===== src/hw/rtl/indexed_list_insert_remove_unit_assert.svh =====
`ifndef INDEXED_LIST_INSERT_REMOVE_UNIT_ASSERT_SVH
`define INDEXED_LIST_INSERT_REMOVE_UNIT_ASSERT_SVH

// Same-cycle implication, checked out of reset.
`define ILR_ASSERT_NOW(label, ante, cons) \
  label: assert property (@(posedge clk) disable iff (rst) (ante) |-> (cons)) \
    else $error("list unit check failed");

// Next-cycle implication, checked out of reset.
`define ILR_ASSERT_NEXT(label, ante, cons) \
  label: assert property (@(posedge clk) disable iff (rst) (ante) |=> (cons)) \
    else $error("list unit check failed");

`endif


===== src/hw/rtl/ilr_pkg.sv =====
package ilr_pkg;

  localparam int CAPACITY = 16;
  localparam int IDX_W    = $clog2(CAPACITY);
  localparam int CNT_W    = $clog2(CAPACITY + 1);
  localparam int POS_W    = 5;
  localparam int CMP_W    = (CNT_W > POS_W) ? CNT_W : POS_W;
  localparam int DATA_W   = 32;

  typedef enum logic [1:0] {
    OP_INSERT = 2'd0,
    OP_REMOVE = 2'd1,
    OP_SET    = 2'd2,
    OP_GET    = 2'd3
  } op_t;

  localparam logic [1:0] ST_OK   = 2'd0;
  localparam logic [1:0] ST_POS  = 2'd1;
  localparam logic [1:0] ST_FULL = 2'd2;

  // Per-cell command for one cycle.
  typedef struct packed {
    logic shift_up;    // take the entry of the lower neighbor
    logic shift_down;  // take the entry of the upper neighbor
    logic load;        // take the new value
  } cell_ctrl_t;

endpackage


===== src/hw/rtl/indexed_list_insert_remove_unit.sv =====
// Channel | Handshake                  | Payload
// --------+----------------------------+---------------------------------------------
// in      | in_valid / in_stall        | operation, position, item_value
// out     | out_valid / out_stall      | read_value, item_count, is_empty, status
//
// Cycles: one item per cycle while in_stall is low; the result sits in the output register in the next cycle.
// Every later entry shifts in the same cycle as the insert or remove.
// Reset: synchronous rst clears the count and the output valid; entry cells
// hold no reset value and are only read after an insert or set wrote them.
// Stalls: in_stall rises only while a result waits in the output register
// under out_stall; an item is taken in the same cycle that result leaves.
`include "indexed_list_insert_remove_unit_assert.svh"

module indexed_list_insert_remove_unit
  import ilr_pkg::*;
(
  input  logic                     clk,
  input  logic                     rst,
  input  logic                     in_valid,
  output logic                     in_stall,
  input  logic [1:0]               operation,
  input  logic [POS_W-1:0]         position,
  input  logic signed [DATA_W-1:0] item_value,
  output logic                     out_valid,
  input  logic                     out_stall,
  output logic signed [DATA_W-1:0] read_value,
  output logic [4:0]               item_count,
  output logic                     is_empty,
  output logic [1:0]               status
);

  logic [CNT_W-1:0]         count;
  logic [CNT_W-1:0]         count_next;
  logic                     in_accept;
  logic [CMP_W-1:0]         pos_c;
  logic [CMP_W-1:0]         cnt_c;
  logic [1:0]               st;
  logic                     ins_ok;
  logic                     rem_ok;
  logic                     set_ok;
  logic                     get_ok;
  logic signed [DATA_W-1:0] rd;
  logic signed [DATA_W-1:0] cell_value [CAPACITY];
  cell_ctrl_t               cell_ctrl  [CAPACITY];

  // Stall input only while a result is held back on the output side.
  assign in_stall  = out_valid && out_stall;
  assign in_accept = in_valid && !in_stall;

  assign pos_c = CMP_W'(position);
  assign cnt_c = CMP_W'(count);

  // Decode the operation and its bound checks.
  always_comb begin
    st     = ST_OK;
    ins_ok = 1'b0;
    rem_ok = 1'b0;
    set_ok = 1'b0;
    get_ok = 1'b0;
    case (op_t'(operation))
      OP_INSERT: begin
        if (pos_c > cnt_c) begin
          st = ST_POS;
        end else if (cnt_c >= CMP_W'(CAPACITY)) begin
          st = ST_FULL;
        end else begin
          ins_ok = in_accept;
        end
      end
      OP_REMOVE: begin
        if (pos_c >= cnt_c) st = ST_POS;
        else rem_ok = in_accept;
      end
      OP_SET: begin
        if (pos_c >= cnt_c) st = ST_POS;
        else set_ok = in_accept;
      end
      OP_GET: begin
        if (pos_c >= cnt_c) st = ST_POS;
        else get_ok = 1'b1;
      end
      default: st = ST_POS;
    endcase
  end

  always_comb begin
    count_next = count;
    if (ins_ok) begin
      count_next = count + CNT_W'(1);
    end else if (rem_ok) begin
      count_next = count - CNT_W'(1);
    end
  end

  // Get reads one cell; the index is in range whenever get_ok is set.
  assign rd = get_ok ? cell_value[position[IDX_W-1:0]] : '0;

  // Row of entry cells: each cell looks at its own index against the
  // position and the count, and moves data one place along the row.
  for (genvar i = 0; i < CAPACITY; i++) begin : g_cell
    logic [CMP_W-1:0]         idx;
    logic signed [DATA_W-1:0] lower;
    logic signed [DATA_W-1:0] upper;

    assign idx = CMP_W'(i);

    assign cell_ctrl[i].shift_up   = ins_ok && (idx > pos_c) && (idx <= cnt_c);
    assign cell_ctrl[i].shift_down = rem_ok && (idx >= pos_c) &&
                                     ((idx + CMP_W'(1)) < cnt_c);
    assign cell_ctrl[i].load       = (ins_ok || set_ok) && (idx == pos_c);

    if (i == 0) begin : g_first
      assign lower = '0;
    end else begin : g_mid_lo
      assign lower = cell_value[i-1];
    end

    if (i == CAPACITY - 1) begin : g_last
      assign upper = '0;
    end else begin : g_mid_hi
      assign upper = cell_value[i+1];
    end

    ilr_cell u_cell (
      .clk         (clk),
      .ctrl        (cell_ctrl[i]),
      .lower_value (lower),
      .upper_value (upper),
      .load_value  (item_value),
      .value       (cell_value[i])
    );
  end

  // Advance the count; capture the result; drop valid once it is taken.
  always_ff @(posedge clk) begin
    if (rst) begin
      count     <= '0;
      out_valid <= 1'b0;
    end else begin
      count <= count_next;
      if (in_accept) begin
        out_valid <= 1'b1;
      end else if (!out_stall) begin
        out_valid <= 1'b0;
      end
    end
  end

  always_ff @(posedge clk) begin
    if (in_accept) begin
      read_value <= rd;
      item_count <= 5'(count_next);
      is_empty   <= (count_next == '0);
      status     <= st;
    end
  end

  `ILR_ASSERT_NOW(a_count_bound, 1'b1, count <= CNT_W'(CAPACITY))
  `ILR_ASSERT_NEXT(a_insert_grows, ins_ok, count == $past(count) + CNT_W'(1))
  `ILR_ASSERT_NOW(a_full_only_at_cap, out_valid && status == ST_FULL, count == CNT_W'(CAPACITY))

endmodule


===== src/hw/rtl/ilr_cell.sv =====
module ilr_cell
  import ilr_pkg::*;
(
  input  logic                     clk,
  input  cell_ctrl_t               ctrl,
  input  logic signed [DATA_W-1:0] lower_value,
  input  logic signed [DATA_W-1:0] upper_value,
  input  logic signed [DATA_W-1:0] load_value,
  output logic signed [DATA_W-1:0] value
);

  logic signed [DATA_W-1:0] entry;

  // Load wins; a shift moves one place; otherwise hold.
  always_ff @(posedge clk) begin
    if (ctrl.load) begin
      entry <= load_value;
    end else if (ctrl.shift_up) begin
      entry <= lower_value;
    end else if (ctrl.shift_down) begin
      entry <= upper_value;
    end
  end

  assign value = entry;

endmodule

===== config.mk =====
export PLATFORM = sky130hd
export DESIGN_NAME = indexed_list_insert_remove_unit
export DESIGN_NICKNAME = d
export VERILOG_FILES = /design/src/hw/rtl/ilr_pkg.sv /design/src/hw/rtl/indexed_list_insert_remove_unit.sv /design/src/hw/rtl/ilr_cell.sv
export VERILOG_INCLUDE_DIRS = /design/src /design/src/hw/rtl
export SDC_FILE = /design/constraint.sdc
export NUM_CORES = 1
export LEC_CHECK = 0
export BUFFER_PORTS_ARGS = -buffer_cell sky130_fd_sc_hd__clkbuf_2
export CAP_MARGIN = 10
export CORE_ASPECT_RATIO = 1.2
export CORE_UTILIZATION = 40
export DETAILED_ROUTE_END_ITERATION = 7
export PLACE_DENSITY = 0.58
export SYNTH_ARGS = -nofsm -noshare
export SYNTH_HDL_FRONTEND = slang
export SYNTH_SLANG_ARGS = --single-unit

===== constraint.sdc =====
create_clock -name clk -period 8.5 [get_ports clk]
set_input_delay 0.425 -clock clk [delete_from_list [all_inputs] [get_ports clk]]
set_output_delay 0.425 -clock clk [all_outputs]
set_load 0.05 [all_outputs]

==> metrics.txt <==
Core Util, Final around 44%; Setup TNS Final 0 ns; r2r endpoint g_cell[10].u_cell.value[12]; area grow syn2layout 9.42%; Primary FF master, synth edfxtp_1; Clk Latency, worst-skew pair 0.65 ns; Seq/Total Area, Yosys 51.4%; post_cts resized 0; hold crit path type in2reg; number of synthesized flops with an enable pin 552; Rel. slew slack between 10% and 20%; r2r worst-path depth 7; Mapped Nets between 2000 and 3000; Worst-path clk slew 0.06 ns; H-tree Lvls 2; CTS tree yes; die width ~260 µm; final std cells w/o fill ~4000; Min Hold Slack ~0.047 ns; largest net degree at the start of global routing 132; failing checks design-rule violations; final wirelength 110000 µm; crit path cell chain clkinv_1 > ha_1 > nand4_1 > o221a_4 > o211ai_4 > or3_2 > nand3_2; cell family with most CP delay simple AND/OR/NAND/NOR gates; GRT Total Usage about a quarter; worst slew pin tran ~1.3 ns; die area between 80000 and 90000 µm²; Logic pwr share about 6.7%; worst hold path endpoint cnt_c[1]; area occupied by multi-input gates around 15000 µm²; Clock Path Buffers 3; antenna violations before repair 1; number of placed I/O pins between 80 and 90; internal power between 4 and 5 mW; Net Sw Frac 23.8%; mapped cell area around 32000 µm²; Buf/Inv on CP 1; clock power share a little over two fifths; root buffer cell clkbuf_16; Post-route DRC 2; row count around 110; WL/cell between 20 and 30 µm; Crit Path Class reg2reg; YS warnings 0; Synth async-reset ratio 0%; Crit Path Max Fanout 33; CP startpoint kind flip-flop; Mapped Avg Cell Area approximately 11 µm²; Synth cell types 72; clk_skew ~0.012 ns; Placer Congestion 0.851; slowest stage cell, crit path nand3_2; Post-CTS Setup Inserts 0; reg2reg start cnt_c[2]; status finished with violations; clock sink count ~560; post-synthesis register bit count 558; Storage cell area around 17000 µm²; Worst IR Drop VDD roughly 0.17 mV; port bufs between 80 and 90; vias after detailed routing 24700; Final nets 2912; RSZ-0062 raised after global routing false; CP Data Required Time 8.51 ns; TritonCTS buffer count between 50 and 60; Hold Path Stages 2; fmax 194 MHz; commonest non-fill, non-tap cells in the layout 552 x edfxtp_1, 396 x mux2i_1, 356 x nor2_1, 312 x nand2_1, 278 x a21oi_1; Die Span Y around 310 µm; commonest non-fill, non-tap cell in the layout edfxtp_1; antenna-violating nets left 0; Post-DP HPWL roughly 62000 µm; Core Region between 80000 and 90000 µm²; drt first pass iters 8; NetSw 1.44 mW; Worst R2R Setup Slack 3.36 ns; leakage between 10 and 15 nW; maxcap violations 0; Initial Util 40.3%; min Tclk post-route 5.14 ns; number of global-route vias before repair around 24000; CP Data Arrival Time 5.16 ns; layout cells sized above 1 between 10% and 20%; Slew Limit Fails 0; pwr dens 171 nW/µm²; total gr overflow 0; Starting DRT DRC Count roughly 2600; pre-CTS setup slack ~3.2 ns; period utilisation layout slightly above 60%; hold path startpoint rst; Worst path max stage delay roughly 1.2 ns; Cells after DPL about 3800; first-pass GRT wire length roughly 160000 µm; Critical Path Sink Type flip-flop; Final WS setup ~3.4 ns; Hold Fails Final Rpt 0; part of the power in registers 49.8%; final setup fails 0; fillers about 7500; synthesized netlist cell count about 2900; via/cell ratio approximately 6.3
-- power by group through the flow --
stage | clock network, mW | logic [mW] | registers (mW)
2_1_floorplan | 0 | 0.224 | 3.12
3_3_place_gp | 0 | 0.402 | 3.08
3_5_place_dp | 0 | 0.403 | 3.08
4_1_cts | 2.68 | 0.405 | 3.02
5_1_grt | 2.76 | 0.429 | 3.02
6_report | 2.64 | 0.408 | 3.02
-- metal layers --
| layer | vias to the layer above | track usage, % | wire length, µm |
|---|---|---|---|
| met3 | 289 | 4.30 | 8720 |
| met5 | - | 0.650 | 47 |
| met2 | 1269 | 44.9 | 54200 |
| met4 | 2 | 11.0 | 4470 |
| li1 | 10925 | - | - |
| met1 | 12215 | 32.9 | 42100 |
-- cell type report --
type | count | share of cell area, %
Multi-Input combinational cell | 2087 | 41.3
Clock buffer | 64 | 4.09
Tap cell | 1044 | 3.68
Clock inverter | 41 | 1.24
Sequential cell | 558 | 47.0
Antenna cell | 1 | 0.00705
Inverter | 13 | 0.137
Timing Repair Buffer | 142 | 2.50
-- cell families (layout without fill, tap and decap cells) --
family / count (synthesis) / after routing / share of synthesized area, %
compound gates: 723 / 723 / 13.7
simple gates: 796 / 796 / 10.5
xor+xnor: 2 / 2 / 0.0540
other cells: 0 / 1 / 0
mux: 556 / 556 / 20.0
flops: 558 / 558 / 51.4
buf+inv: 289 / 260 / 3.90
fa+ha+maj: 10 / 10 / 0.386
-- worst register-to-register path: stages, from the launching register on --
cell and delay [ns]:
dfxtp_1 0.56, clkinv_1 0.35, ha_1 0.43, nand4_1 0.14
o221a_4 0.33, o211ai_4 0.61, or3_2 0.90, nand3_2 1.16
-- Yosys cell counts, types with 3 or more instances --
cell	number	area [µm²]
edfxtp_1	552	16600
mux2i_1	396	3960
nor2_1	359	1350
nand2_1	318	1190
a21oi_1	278	1390
clkbuf_1	169	634
a31oi_1	131	820
buf_2	82	410
mux2_1	70	788
mux4_2	64	1440
o21ai_0	60	300
a21o_1	56	420
a22o_1	52	455
o21ai_1	50	250
nand3b_1	35	263
o221ai_1	33	289
o22ai_1	33	206
mux2_2	26	293
nor3_1	13	65.1
buf_1	12	45.0
nand3_1	11	55.1
ha_1	10	125
inv_1	10	37.5
nand4_1	10	62.6
buf_6	8	90.1
or3_1	8	50.1
dfxtp_1	6	120
buf_4	5	37.5
nor4_1	5	31.3
o211ai_1	5	37.5
nor2b_1	4	25.0
or4_1	4	30.0
and2_1	3	18.8
and3_1	3	18.8
nor4_4	3	63.8
o311ai_0	3	26.3
-- metrics by stage --
step | cell area (µm²) | power, mW
after floorplan | 32500 | 3.34
after global placement | 33600 | 3.48
after detailed placement | 33600 | 3.48
after CTS | 35500 | 6.10
after global routing | 35500 | 6.21
final | 35500 | 6.06
-- timing repair --
action,CTS,global route
hold buffers,1,0
endpoints found under the setup margin,0,0
endpoints found under the hold margin,1,0
-- flip-flops by register name, indices dropped and copies added, names as in the netlist --
| register | flops |
|---|---|
| cnt_c | 5 |
| g_cell.u_cell.value | 512 |
| is_empty | 1 |
| item_count | 5 |
| out_valid | 1 |
| read_value | 32 |
| status | 2 |
-- worst max-delay path by stage --
stage                startpoint                          end  slack [ns]  depth (start not counted)
detailed placement  position[0]  g_cell[10].u_cell.value[17]        3.23                          7
floorplan              cnt_c[2]   g_cell[11].u_cell.value[0]        2.19                          8
CTS                    cnt_c[2]  g_cell[10].u_cell.value[11]        3.38                          7
finish                 cnt_c[2]  g_cell[10].u_cell.value[12]        3.36                          7
global placement    position[0]  g_cell[10].u_cell.value[18]        3.30                          7
global route           cnt_c[2]  g_cell[10].u_cell.value[11]        3.16                          7
Note: power is estimated with default switching activity, not from simulation.
